### src/rtl/hbd_pkg.sv
`timescale 1ns / 1ps
// Package for the HDLC bit deframer: frame phases, result kinds, register
// indexes, shared structs and the CRC-16/X.25 byte update. No dependencies.
package hbd_pkg;

  localparam int LEN_BITS = 12;
  localparam int QUEUE_DEPTH = 4;
  localparam int QUEUE_AW = $clog2(QUEUE_DEPTH);

  localparam logic [7:0] FLAG_OCTET = 8'h7E;
  localparam logic [15:0] CRC_INIT = 16'hFFFF;
  localparam logic [15:0] CRC_POLY = 16'h8408;

  localparam logic [11:0] MIN_FRAME_RESET = 12'd17;
  localparam logic [11:0] MAX_FRAME_RESET = 12'd400;

  typedef enum logic [2:0] {
    PH_HUNT,
    PH_FLAGS,
    PH_DATA,
    PH_LAST,
    PH_TAIL
  } phase_t;

  typedef enum logic [2:0] {
    KIND_DATA     = 3'd0,
    KIND_GOOD     = 3'd1,
    KIND_BAD_CRC  = 3'd2,
    KIND_SHORT    = 3'd3,
    KIND_OVERFLOW = 3'd4
  } kind_t;

  typedef enum logic [1:0] {
    REG_SCRAMBLE_ENABLE = 2'd0,
    REG_MIN_FRAME_BYTES = 2'd1,
    REG_MAX_FRAME_BYTES = 2'd2
  } reg_index_t;

  typedef struct packed {
    logic        scramble_enable;
    logic [11:0] min_frame_bytes;
    logic [11:0] max_frame_bytes;
  } cfg_t;

  typedef struct packed {
    logic valid;
    logic bit_val;
  } bit_beat_t;

  function automatic logic [15:0] crc_byte(input logic [15:0] crc_in, input logic [7:0] b);
    logic [15:0] c;
    c = crc_in ^ {8'h00, b};
    for (int k = 0; k < 8; k++) begin
      if (c[0]) begin
        c = (c >> 1) ^ CRC_POLY;
      end else begin
        c = c >> 1;
      end
    end
    return c;
  endfunction

endpackage

### src/rtl/hbd_cfg.sv
`timescale 1ns / 1ps
// APB register block of the HDLC bit deframer.
// Depends on hbd_pkg for the register indexes and the cfg_t struct.
module hbd_cfg import hbd_pkg::*; (
  input  logic        clk,
  input  logic        rst_n,
  input  logic        psel,
  input  logic        penable,
  input  logic        pwrite,
  input  logic [3:0]  paddr,
  input  logic [31:0] pwdata,
  output logic [31:0] prdata,
  output logic        pready,
  output cfg_t        cfg
);

  cfg_t cfg_r;
  logic wr_en;
  reg_index_t idx;

  assign pready = 1'b1;
  assign wr_en = psel & penable & pwrite;
  assign idx = reg_index_t'(paddr[3:2]);
  assign cfg = cfg_r;

  always_ff @(posedge clk) begin
    if (!rst_n) begin
      cfg_r.scramble_enable <= 1'b0;
      cfg_r.min_frame_bytes <= MIN_FRAME_RESET;
      cfg_r.max_frame_bytes <= MAX_FRAME_RESET;
    end else if (wr_en) begin
      case (idx)
        REG_SCRAMBLE_ENABLE: cfg_r.scramble_enable <= pwdata[0];
        REG_MIN_FRAME_BYTES: cfg_r.min_frame_bytes <= pwdata[11:0];
        REG_MAX_FRAME_BYTES: cfg_r.max_frame_bytes <= pwdata[11:0];
        default: ;
      endcase
    end
  end

  always_comb begin
    case (idx)
      REG_SCRAMBLE_ENABLE: prdata = {31'd0, cfg_r.scramble_enable};
      REG_MIN_FRAME_BYTES: prdata = {20'd0, cfg_r.min_frame_bytes};
      REG_MAX_FRAME_BYTES: prdata = {20'd0, cfg_r.max_frame_bytes};
      default:             prdata = 32'd0;
    endcase
  end

endmodule

### src/rtl/hbd_front.sv
`timescale 1ns / 1ps
// Front end: accepts line bits, applies G3RUH descrambling when scramble_enable is set and NRZI decoding,
// and pushes decoded bits into the queue. Depends on hbd_pkg.
module hbd_front import hbd_pkg::*; (
  input  logic      clk,
  input  logic      rst_n,
  input  logic      scramble_enable,
  input  logic      in_valid,
  output logic      in_ready,
  input  logic      in_line_bit,
  input  logic      queue_full,
  output bit_beat_t push
);

  logic [16:0] shift_r, shift_nxt;
  logic        prev_r, prev_nxt;
  logic        descr_bit;
  logic        dec_bit;
  logic        accept;

  assign in_ready = ~queue_full;
  assign accept = in_valid & in_ready;
  assign descr_bit = in_line_bit ^ shift_r[11] ^ shift_r[16];
  assign dec_bit = scramble_enable ? descr_bit : in_line_bit;

  always_comb begin
    shift_nxt = shift_r;
    prev_nxt = prev_r;
    if (accept) begin
      if (scramble_enable) begin
        shift_nxt = {shift_r[15:0], in_line_bit};
      end
      prev_nxt = dec_bit;
    end
  end

  assign push.valid = accept;
  assign push.bit_val = (prev_r == dec_bit);

  always_ff @(posedge clk) begin
    if (!rst_n) begin
      shift_r <= '0;
      prev_r <= 1'b0;
    end else begin
      shift_r <= shift_nxt;
      prev_r <= prev_nxt;
    end
  end

endmodule

### src/rtl/hbd_queue.sv
`timescale 1ns / 1ps
// Short FIFO of decoded bits between the front end and the framer.
// Depends on hbd_pkg for its depth and the bit_beat_t struct.
module hbd_queue import hbd_pkg::*; (
  input  logic      clk,
  input  logic      rst_n,
  input  bit_beat_t push,
  input  logic      pop,
  output logic      full,
  output bit_beat_t head
);

  logic [QUEUE_DEPTH-1:0] mem_r;
  logic [QUEUE_AW-1:0]    wr_ptr_r, rd_ptr_r;
  logic [QUEUE_AW:0]      count_r, count_nxt;
  logic                   do_pop;

  assign full = (count_r == (QUEUE_AW+1)'(QUEUE_DEPTH));
  assign head.valid = (count_r != '0);
  assign head.bit_val = mem_r[rd_ptr_r];
  assign do_pop = pop & head.valid;

  always_comb begin
    count_nxt = count_r;
    if (push.valid && !do_pop) begin
      count_nxt = count_r + 1'b1;
    end else if (!push.valid && do_pop) begin
      count_nxt = count_r - 1'b1;
    end
  end

  always_ff @(posedge clk) begin
    if (push.valid) begin
      mem_r[wr_ptr_r] <= push.bit_val;
    end
  end

  always_ff @(posedge clk) begin
    if (!rst_n) begin
      wr_ptr_r <= '0;
      rd_ptr_r <= '0;
      count_r <= '0;
    end else begin
      if (push.valid) begin
        wr_ptr_r <= wr_ptr_r + 1'b1;
      end
      if (do_pop) begin
        rd_ptr_r <= rd_ptr_r + 1'b1;
      end
      count_r <= count_nxt;
    end
  end

endmodule

### src/rtl/hbd_back.sv
`timescale 1ns / 1ps
// Framer back end: flag hunt, destuffing, byte assembly, FCS delay, CRC check
// and the registered result beat. Depends on hbd_pkg.
module hbd_back import hbd_pkg::*; (
  input  logic        clk,
  input  logic        rst_n,
  input  cfg_t        cfg,
  input  bit_beat_t   head,
  output logic        pop,
  output logic        out_valid,
  input  logic        out_ready,
  output logic [2:0]  out_kind,
  output logic [7:0]  out_data_byte,
  output logic [11:0] out_frame_length
);

  phase_t              phase_r, phase_nxt;
  logic [7:0]          flag_r, flag_nxt;
  logic [3:0]          bcnt_r, bcnt_nxt;
  logic [2:0]          ones_r, ones_nxt;
  logic [7:0]          asm_r, asm_nxt;
  logic [LEN_BITS-1:0] count_r, count_nxt;
  logic [7:0]          held0_r, held0_nxt, held1_r, held1_nxt;
  logic [15:0]         crc_r, crc_nxt;

  logic                ovalid_r;
  kind_t               okind_r;
  logic [7:0]          obyte_r;
  logic [11:0]         olen_r;

  logic                step;
  logic                r;
  logic [7:0]          flag_sh, asm_sh;
  logic [3:0]          bcnt_inc;
  logic [LEN_BITS:0]   n_count;
  logic                overflow;
  logic                short_frame;
  logic                crc_ok;
  logic [LEN_BITS-1:0] pay_len;
  logic                emit;
  kind_t               ekind;
  logic [7:0]          ebyte;
  logic [11:0]         elen;

  assign pop = ~ovalid_r | out_ready;
  assign step = pop & head.valid;
  assign r = head.bit_val;
  assign flag_sh = {r, flag_r[7:1]};
  assign asm_sh = {r, asm_r[7:1]};
  assign bcnt_inc = bcnt_r + 1'b1;
  assign n_count = {1'b0, count_r} + 1'b1;
  assign overflow = (32'(n_count) > 32'(cfg.max_frame_bytes)) || n_count[LEN_BITS];
  assign short_frame = (count_r < LEN_BITS'(2))
                       || (32'(count_r) < 32'(cfg.min_frame_bytes));
  assign crc_ok = ({held1_r, held0_r} == (crc_r ^ 16'hFFFF));
  assign pay_len = (count_r >= LEN_BITS'(2)) ? count_r - LEN_BITS'(2) : '0;

  always_comb begin
    phase_nxt = phase_r;
    if (step) begin
      case (phase_r)
        PH_HUNT: begin
          if (flag_sh == FLAG_OCTET) phase_nxt = PH_FLAGS;
        end
        PH_FLAGS: begin
          if (bcnt_inc == 4'd8 && flag_sh != FLAG_OCTET) phase_nxt = PH_DATA;
        end
        PH_DATA: begin
          if (ones_r >= 3'd5) begin
            if (r) phase_nxt = PH_LAST;
          end else if (bcnt_inc == 4'd8 && overflow) begin
            phase_nxt = PH_HUNT;
          end
        end
        PH_LAST: phase_nxt = PH_TAIL;
        PH_TAIL: begin
          if (bcnt_inc >= 4'd8 && flag_sh != FLAG_OCTET) phase_nxt = PH_HUNT;
        end
        default: phase_nxt = PH_HUNT;
      endcase
    end
  end

  always_comb begin
    flag_nxt = flag_r;
    bcnt_nxt = bcnt_r;
    ones_nxt = ones_r;
    asm_nxt = asm_r;
    count_nxt = count_r;
    held0_nxt = held0_r;
    held1_nxt = held1_r;
    crc_nxt = crc_r;
    emit = 1'b0;
    ekind = KIND_DATA;
    ebyte = 8'd0;
    elen = 12'd0;
    if (step) begin
      case (phase_r)
        PH_HUNT: begin
          flag_nxt = flag_sh;
          if (flag_sh == FLAG_OCTET) bcnt_nxt = 4'd0;
        end
        PH_FLAGS: begin
          flag_nxt = flag_sh;
          bcnt_nxt = bcnt_inc;
          if (bcnt_inc == 4'd8) begin
            bcnt_nxt = 4'd0;
            if (flag_sh != FLAG_OCTET) begin
              held0_nxt = flag_sh;
              count_nxt = LEN_BITS'(1);
              ones_nxt = 3'd0;
              asm_nxt = 8'd0;
              crc_nxt = CRC_INIT;
            end
          end
        end
        PH_DATA: begin
          if (ones_r >= 3'd5) begin
            ones_nxt = 3'd0;
            if (r) begin
              emit = 1'b1;
              elen = 12'(pay_len);
              if (short_frame) ekind = KIND_SHORT;
              else if (crc_ok) ekind = KIND_GOOD;
              else ekind = KIND_BAD_CRC;
            end
          end else begin
            ones_nxt = r ? ones_r + 1'b1 : 3'd0;
            asm_nxt = asm_sh;
            bcnt_nxt = bcnt_inc;
            if (bcnt_inc == 4'd8) begin
              bcnt_nxt = 4'd0;
              asm_nxt = 8'd0;
              if (overflow) begin
                flag_nxt = 8'd0;
                ones_nxt = 3'd0;
                emit = 1'b1;
                ekind = KIND_OVERFLOW;
                elen = 12'(pay_len);
              end else begin
                count_nxt = n_count[LEN_BITS-1:0];
                held1_nxt = asm_sh;
                if (count_r >= LEN_BITS'(2)) begin
                  crc_nxt = crc_byte(crc_r, held0_r);
                  held0_nxt = held1_r;
                  emit = 1'b1;
                  ekind = KIND_DATA;
                  ebyte = held0_r;
                end
              end
            end
          end
        end
        PH_LAST: begin
          flag_nxt = 8'd0;
          bcnt_nxt = 4'd0;
        end
        PH_TAIL: begin
          flag_nxt = flag_sh;
          bcnt_nxt = bcnt_inc;
          if (bcnt_inc >= 4'd8) begin
            bcnt_nxt = 4'd0;
            if (flag_sh != FLAG_OCTET) flag_nxt = 8'd0;
          end
        end
        default: ;
      endcase
    end
  end

  always_ff @(posedge clk) begin
    held0_r <= held0_nxt;
    held1_r <= held1_nxt;
    if (step && emit) begin
      okind_r <= ekind;
      obyte_r <= ebyte;
      olen_r <= elen;
    end
  end

  always_ff @(posedge clk) begin
    if (!rst_n) begin
      phase_r <= PH_HUNT;
      flag_r <= 8'd0;
      bcnt_r <= 4'd0;
      ones_r <= 3'd0;
      asm_r <= 8'd0;
      count_r <= '0;
      crc_r <= CRC_INIT;
      ovalid_r <= 1'b0;
    end else begin
      phase_r <= phase_nxt;
      flag_r <= flag_nxt;
      bcnt_r <= bcnt_nxt;
      ones_r <= ones_nxt;
      asm_r <= asm_nxt;
      count_r <= count_nxt;
      crc_r <= crc_nxt;
      if (step && emit) begin
        ovalid_r <= 1'b1;
      end else if (out_ready) begin
        ovalid_r <= 1'b0;
      end
    end
  end

  assign out_valid = ovalid_r;
  assign out_kind = okind_r;
  assign out_data_byte = obyte_r;
  assign out_frame_length = olen_r;

endmodule

### src/rtl/hdlc_bit_deframer_unit.sv
`timescale 1ns / 1ps
// Top level of the HDLC bit deframer: register block, decoding front end,
// bit queue and framer back end. Depends on hbd_pkg and the hbd_* modules.
//
//   Channel  Direction  Handshake            Beat
//   in       input      in_valid/in_ready    one raw line bit
//   out      output     out_valid/out_ready  one data byte or frame end report
//   cfg      input      APB psel/penable     one register write or read
//
// One bit is taken per cycle while in_ready is high; the framer retires one queued bit per cycle
// unless the result beat is stalled, so the sustained rate is one bit per clock while out_ready stays high.
// A result reaches the registered result beat after its bit has passed through the queue,
// and is taken at an edge where out_ready is high.
// Reset is synchronous and active low and clears all control state at once.
// When the output is stalled the four-entry queue absorbs bits, then in_ready drops.
module hdlc_bit_deframer_unit import hbd_pkg::*; (
  input  logic        clk,
  input  logic        rst_n,
  input  logic        psel,
  input  logic        penable,
  input  logic        pwrite,
  input  logic [3:0]  paddr,
  input  logic [31:0] pwdata,
  output logic [31:0] prdata,
  output logic        pready,
  input  logic        in_valid,
  output logic        in_ready,
  input  logic        in_line_bit,
  output logic        out_valid,
  input  logic        out_ready,
  output logic [2:0]  out_kind,
  output logic [7:0]  out_data_byte,
  output logic [11:0] out_frame_length
);

  cfg_t      cfg;
  bit_beat_t push;
  bit_beat_t head;
  logic      queue_full;
  logic      pop;

  hbd_cfg u_cfg (
    .clk     (clk),
    .rst_n   (rst_n),
    .psel    (psel),
    .penable (penable),
    .pwrite  (pwrite),
    .paddr   (paddr),
    .pwdata  (pwdata),
    .prdata  (prdata),
    .pready  (pready),
    .cfg     (cfg)
  );

  hbd_front u_front (
    .clk             (clk),
    .rst_n           (rst_n),
    .scramble_enable (cfg.scramble_enable),
    .in_valid        (in_valid),
    .in_ready        (in_ready),
    .in_line_bit     (in_line_bit),
    .queue_full      (queue_full),
    .push            (push)
  );

  hbd_queue u_queue (
    .clk   (clk),
    .rst_n (rst_n),
    .push  (push),
    .pop   (pop),
    .full  (queue_full),
    .head  (head)
  );

  hbd_back u_back (
    .clk              (clk),
    .rst_n            (rst_n),
    .cfg              (cfg),
    .head             (head),
    .pop              (pop),
    .out_valid        (out_valid),
    .out_ready        (out_ready),
    .out_kind         (out_kind),
    .out_data_byte    (out_data_byte),
    .out_frame_length (out_frame_length)
  );

endmodule

### config.mk
export PLATFORM = sky130hd
export DESIGN_NAME = hdlc_bit_deframer_unit
export DESIGN_NICKNAME = d
export VERILOG_FILES = /design/src/rtl/hbd_pkg.sv /design/src/rtl/hbd_cfg.sv /design/src/rtl/hbd_front.sv /design/src/rtl/hbd_queue.sv /design/src/rtl/hbd_back.sv /design/src/rtl/hdlc_bit_deframer_unit.sv
export SDC_FILE = /design/constraint.sdc
export NUM_CORES = 1
export LEC_CHECK = 0
export ABC_CLOCK_PERIOD_IN_PS = 11800
export BUFFER_PORTS_ARGS = -buffer_cell sky130_fd_sc_hd__buf_2
export CORE_UTILIZATION = 45
export CTS_CLUSTER_SIZE = 30
export DETAILED_ROUTE_END_ITERATION = 12
export HOLD_SLACK_MARGIN = 0.12
export REMOVE_ABC_BUFFERS = 1
export SLEW_MARGIN = 10
export SYNTH_ARGS = -nofsm -noshare
export SYNTH_HDL_FRONTEND = slang
export SYNTH_SLANG_ARGS = --single-unit
### constraint.sdc
create_clock -name clk -period 11.8 [get_ports clk]
set_input_delay 0.59 -clock clk [delete_from_list [all_inputs] [get_ports clk]]
set_output_delay 0.59 -clock clk [all_outputs]
set_load 0.01 [all_outputs]
== After elaboration in Yosys (flattened, before gate mapping) ==
Index checks and enable logic that the tools add are counted.
Word-level totals
  register bits: 148
  bits in latches: 0
  memory bits (writable): 0
  ROM bits: 0
  input port bits: 44
  output and inout port bits: 58
  logic and storage cells: 251
  memories: 0
Cells by class
  add/subtract/negate cells: 8
  $mul: 0
  div/mod/pow operators: 0
  order comparisons: 9
  eq/ne operators: 24
  shift operators: 0
  muxes and demuxes: 129
  bitwise logic cells: 25
  reductions and logical operators: 34
Operators with widths (count)
  $mux 16: 56
  $mux 12: 10
  $mux 8: 15
  $mux 3: 19
  $pmux 12 s3: 1
  $pmux 16 s2: 1
  $pmux 8 s2: 2
  $pmux 8 s4: 1
  $not 2->3: 8
  $pmux 12 s2: 1
  $pmux 4 s5: 1
  $eq 16x16->1: 1
  $mux 4: 4
  $ne 2x1->1 const B: 8
  $not 16->16: 1
  $xor 16x8->16: 1
  $pmux 3 s5: 1
  $reduce_and 5->1: 3
  $add 12x1->13 const B: 1
  $gt 13x12->1: 1
  $ge 12x2->1 const B: 1
  $lt 12x12->1: 1
  $lt 12x2->1 const B: 1
  $mux 1: 12
  46 further kinds: 78

== Logic depth before layout (Yosys ltp) ==
  depth after elaboration: 64
  gate-level depth with buffers: 16

== Modules after synthesis ==
A second synthesis with hierarchy kept.
Unflattened totals
  cells, all modules: 883
  area total of the unflattened synthesis: 8155.3 µm²
Modules (own cells, without submodules)
  hbd_back: times used 1, cells each 608, area an instance 5515.3 µm²
  hbd_cfg: times used 1, cells each 144, area an instance 1320.0 µm²
  hbd_front: times used 1, cells each 86, area an instance 745.7 µm²
  hbd_queue: times used 1, cells each 45, area an instance 574.3 µm²

== Least setup slack after synthesis ==
No wires, ideal clock.
  kind: reg-to-reg
  start point: reg u_back.count_r[4]
  end point: reg u_back.obyte_r[0], in the netlist u_back.out_data_byte[0], enable pin
  library setup time: 0.413 ns
  arrival time: 3.659 ns
  path slack: 7.729 ns
  stages on the path, launching flop included: 15
  path buffers: 1
  clock period less this slack: 4.071 ns
  cells stage by stage: dfxtp_1 buf_2 and3_1 nand2_1 nor2_1 and3_1 nand3_1 xnor2_1 ha_1 and3_1 nand3_1 mux2i_1 o21ai_2 and2_1 a21oi_1
Between the ends
  longest elaborated chain between the ends: 9
  elaborated cells on any way between the ends: 11
  those cells by class: 1 x add/sub; 2 x order compare; 6 x mux; 2 x reduce/logical
Ends and longest elaborated chain
  start, declared: RTL line hbd_back.sv:22  | logic [LEN_BITS-1:0] count_r, count_nxt;
  start signal, assigned: RTL line hbd_back.sv:197  | count_r <= count_nxt;
  $add 12x1->13: RTL line hbd_back.sv:51  | assign n_count = {1'b0, count_r} + 1'b1;
  $gt 13x12->1: RTL line hbd_back.sv:52  | assign overflow = (32'(n_count) > 32'(cfg.max_frame_bytes)) || n_count[LEN_BITS];
  $logic_or 1x1->1: RTL line hbd_back.sv:52
  $mux 1 (*): RTL line hbd_back.sv:134  | if (overflow) begin
  $mux 1 (*): RTL line hbd_back.sv:131  | if (bcnt_inc == 4'd8) begin
  $mux 1 (*): RTL line hbd_back.sv:118  | if (ones_r >= 3'd5) begin
  $mux 1 (*): RTL line hbd_back.sv:98  | case (phase_r)
  $mux 1 (*): RTL line hbd_back.sv:97  | if (step) begin
  $logic_and 1x1->1 (*): RTL line hbd_back.sv:174  | if (step && emit) begin
  end signal, assigned: RTL line hbd_back.sv:176  | obyte_r <= ebyte;
  end, declared: RTL line hbd_back.sv:28  | logic [7:0] obyte_r;
Mark *: on every way between the ends. The rest lies on a longest branch, timed or not.
A chain may end at the register's enable or synchronous reset.

== Worst setup path in the final report ==
  start point: reg u_back.count_r[3]
  end point: reg u_back.crc_r[15]
Between the ends
  longest elaborated chain between the ends: 5
  elaborated cells on any way between the ends: 7
  those cells by class: 1 x add/sub; 2 x order compare; 2 x eq/ne; 2 x reduce/logical
Ends and longest elaborated chain
  $add 12x1->13: RTL line hbd_back.sv:51
  $gt 13x12->1: RTL line hbd_back.sv:52
  $logic_or 1x1->1: RTL line hbd_back.sv:52
  $ne 2x2->1 (no line)
  $reduce_and 8->1 (no line) (*)
  end signal, assigned: RTL line hbd_back.sv:198  | crc_r <= crc_nxt;
  end, declared: RTL line hbd_back.sv:24  | logic [15:0] crc_r, crc_nxt;
Marked as above.

==> summary.md <==
| Metric | Value |
|---|---|
| Initial antenna violation count | 0 |
| Final wirelength | 16.2 mm |
| Synth Flop Type | dfxtp_1 |
| Count of input and output buffers | 58 |
| Num Clock Sinks | 146 |
| WP data required | 12,110 ps |
| Syn Area/Cell | 9.04 um2 |
| RSZ-0062 raised after global routing | no |
| GRT Residual Overflow | 0 |
| Slew Limit Headroom | 28.5% |
| Die Span Y | 131 um |
| Worst-skew pair later-pin latency | 420 ps |
| Seq pwr share | 43.4% |
| Synth area leaders | dfxtp_1 27%, edfxtp_1 17%, nand2_1 7.2%, ha_1 6.2%, a21oi_1 4.3% |
| Period utilization | 40.8% |
| ANT cells | 0 |
| Least-Margin Pin Slew | 1070 ps |
| Ports | 102 |
| Place WS | 6990 ps |
| First-pass GRT wire length | 27.2 mm |
| Gate power share | 10.3% |
| Share of layout cells above drive strength 1 | 12.0% |
| DR vias | 5,915 |
| Fin Setup TNS | 0 ps |
| Total GRT Usage | 19.4% |
| Hold buffers post-CTS | 0 |
| Die W | 131 um |
| Crit. End Element | register |
| ANT nets after route | 0 |
| Worst Setup SP | u_back.count_r[3] |
| Worst Skew | 6.99 ps |
| Worst Path Arrival | 5120 ps |
| Post-cts sizing count | 0 |
| CP endpoint | u_back.crc_r[15] |
| Fmax achieved | 208 MHz |
| Pwr/cell area | 147 mW/mm2 |
| Final slew viol count | 0 |
| Vias per cell | 5.36 |
| Net Sw Power | 0.294 mW |
| Max Cap Viol | 0 |
| R2r startpoint | u_back.count_r[3] |
| Seq/Total Area, Yosys | 44.6% |
| Post-Synthesis Cell Area | 0.00752 mm2 |
| Static Leakage | 3.56 nW |
| Leading area contributor after synthesis | dfxtp_1 |
| Post-CTS Setup Bufs | 0 |
| Worst reg-to-reg setup slack | 6980 ps |
| Synthesized flop and latch total | 146 |
| Net Sw Frac | 23.4% |
| Share of Yosys cell area claimed by the top area cell type | 27.4% |
| Deepest clock path buffer count | 2 |
| DR pass1 iterations | 5 |
| Largest net degree at the start of global routing | 71 |
| Hold Path Class | in2reg |
| H-tree levels | 4 |
| Reg2reg end | u_back.crc_r[15] |
| Number of setup violations in the final report | 0 |
| Status | finished clean |
| Maximum VDD drop | 106 uV |
| Final hold violation count | 0 |
| Starting Density | 46.7% |
| Critical path class | reg2reg |
| Vias in the first global route | 5,446 |
| Worst Reg2Reg Path Length in Cells | 14 |
| Number of buffers created by CTS | 17 |
| Hold Worst Slack | 409 ps |
| DRC Markers | 0 |
| Clock power share | 46.3% |
| Syn Inst Count | 832 |
| Fin crit period | 4820 ps |
| GPL Wtd Cong | 0.812 |
| Clk pin slew, worst setup/hold paths | 60 ps |
| P_int | 0.960 mW |
| Post-DP HPWL | 11.6 mm |
| Die area | 0.0172 mm2 |
| Share of flip-flops with an asynchronous set or reset | 0% |
| Crit path max fanout | 21 |
| Synth Warn # | 0 |
| CP startpoint kind | register |
| Layout overhead on the synthesized area | 13.5% |
| Setup ws final | 6980 ps |
| Number of synthesized flops with an enable pin | 43 |
| NumNets Final | 957 |
| Initial DRC Count | 421 |
| Final Non-Filler Cells | 1,104 |
| CTS tree | built |
| Yosys cell types | 64 |
| WL/cell | 14.7 um |
| Placed insts | 1,072 |
| Finished Core Util | 53.0% |
| Core area | 0.0161 mm2 |
| CTS root buffer | clkbuf_16 |
| Rows | 46 |
-- per-layer routing --
layer  GRT usage (%)  wire (um)  vias to the layer above
met2            31.4       7650                      127
met5               0          0                        -
met3            4.40        624                       26
li1                -          -                     2954
met1            25.7       7640                     2808
met4            6.01        264                        0
-- worst min-delay path by stage --
stage	depth (start not counted)	slack (ps)	startpoint	endpoint
floorplan	0	410	u_back.asm_r[1]	u_back.held1_r[0]
global placement	0	420	u_back.asm_r[1]	u_back.held1_r[0]
detailed placement	0	420	u_back.asm_r[1]	u_back.held1_r[0]
CTS	3	400	pwdata[7]	u_cfg.cfg[7]
global route	3	410	pwdata[5]	u_cfg.cfg[17]
finish	3	410	pwdata[7]	u_cfg.cfg[7]
-- power by group through the flow --
stage          Clock [mW]  Sequential [mW]  Combinational, mW
5_1_grt             0.611            0.547              0.147
4_1_cts             0.591            0.544              0.130
3_3_place_gp            0            0.554              0.122
6_report            0.580            0.544              0.129
3_5_place_dp            0            0.555              0.128
2_1_floorplan           0            0.552             0.0962
-- registers in the layout, summed over array words and instances (netlist names), 2 cells and up --
| register | cells |
|---|---|
| u_back.phase_r | 3 |
| u_back.crc_r | 16 |
| u_back.held1_r | 8 |
| u_queue.count_r | 3 |
| u_back.out_data_byte | 8 |
| u_back.flag_r | 7 |
| u_back.out_kind | 3 |
| u_back.bcnt_r | 4 |
| u_queue.mem_r | 4 |
| u_back.asm_r | 7 |
| u_queue.rd_ptr_r | 2 |
| u_queue.wr_ptr_r | 2 |
| u_back.held0_r | 8 |
| u_front.shift_r | 17 |
| u_back.out_frame_length | 12 |
| u_cfg.cfg | 25 |
| u_back.count_r | 12 |
| u_back.ones_r | 3 |
-- critical path: stages (launching register included) --
cell,delay [ps]
dfxtp_1,580
and3_1,250
nand2_1,100
nor2_1,140
and3_1,260
nand3_1,120
xnor2_1,270
ha_1,290
and3_1,200
a221oi_1,350
nand2_1,110
o21ai_2,410
and3_1,810
nand3_1,460
o22a_1,330
-- cell type report --
class | count | area (um2)
Sequential cell | 146 | 3350
Fill cell | 1549 | 7580
Clock inverter | 7 | 115
Clock buffer | 25 | 532
Inverter | 39 | 146
Tap cell | 216 | 270
Multi-Input combinational cell | 608 | 3790
Timing Repair Buffer | 63 | 328
-- cell usage in the layout (no fill, tap or decap), drive strengths merged, types with 26 or more instances in the layout --
cell type and count:
dfxtp 103, inv 39, nand2 145, buf 63, a21oi 64, nand3 26
ha 37, xnor2 31, nor2 56, xor2 27, edfxtp 43
-- cell usage after synthesis, types with 3 or more instances --
cell and n:
a21o_1 6, a21oi_1 64, a22o_1 11, a2bb2oi_1 8, a31oi_1 7, and2_1 6
and3_1 18, buf_2 7, buf_4 21, clkbuf_1 29, dfxtp_1 103, edfxtp_1 43
ha_1 37, inv_1 38, mux2i_1 14, nand2_1 145, nand2b_1 6, nand3_1 26
nand4_1 8, nand4b_1 4, nor2_1 56, nor2b_1 7, nor3_1 5, nor4_1 8
o211ai_1 7, o21a_1 10, o21ai_0 13, o21ai_1 3, o22a_1 8, o2bb2ai_1 3
o31ai_1 4, or3_1 7, xnor2_1 31, xor2_1 27
-- cell families after synthesis --
| logic type | after synthesis | synth area share [%] |
|---|---|---|
| and+or+nand+nor | 309 | 18.9 |
| adders and majority gates | 38 | 6.42 |
| AOI/OAI and AO/OA | 167 | 15.1 |
| DFF | 146 | 44.6 |
| muxes | 15 | 2.16 |
| buffers and inverters | 97 | 6.00 |
| xor gates and xnor gates | 58 | 6.75 |
| other | 2 | 0.0998 |
-- stage by stage --
stage | power [mW] | instance area, um2
3_5_place_dp | 0.683 | 7890
3_3_place_gp | 0.676 | 7890
4_1_cts | 1.27 | 8540
2_1_floorplan | 0.648 | 7290
5_1_grt | 1.31 | 8540
6_report | 1.25 | 8540
No activity file was read; power rests on OpenSTA's default activity.
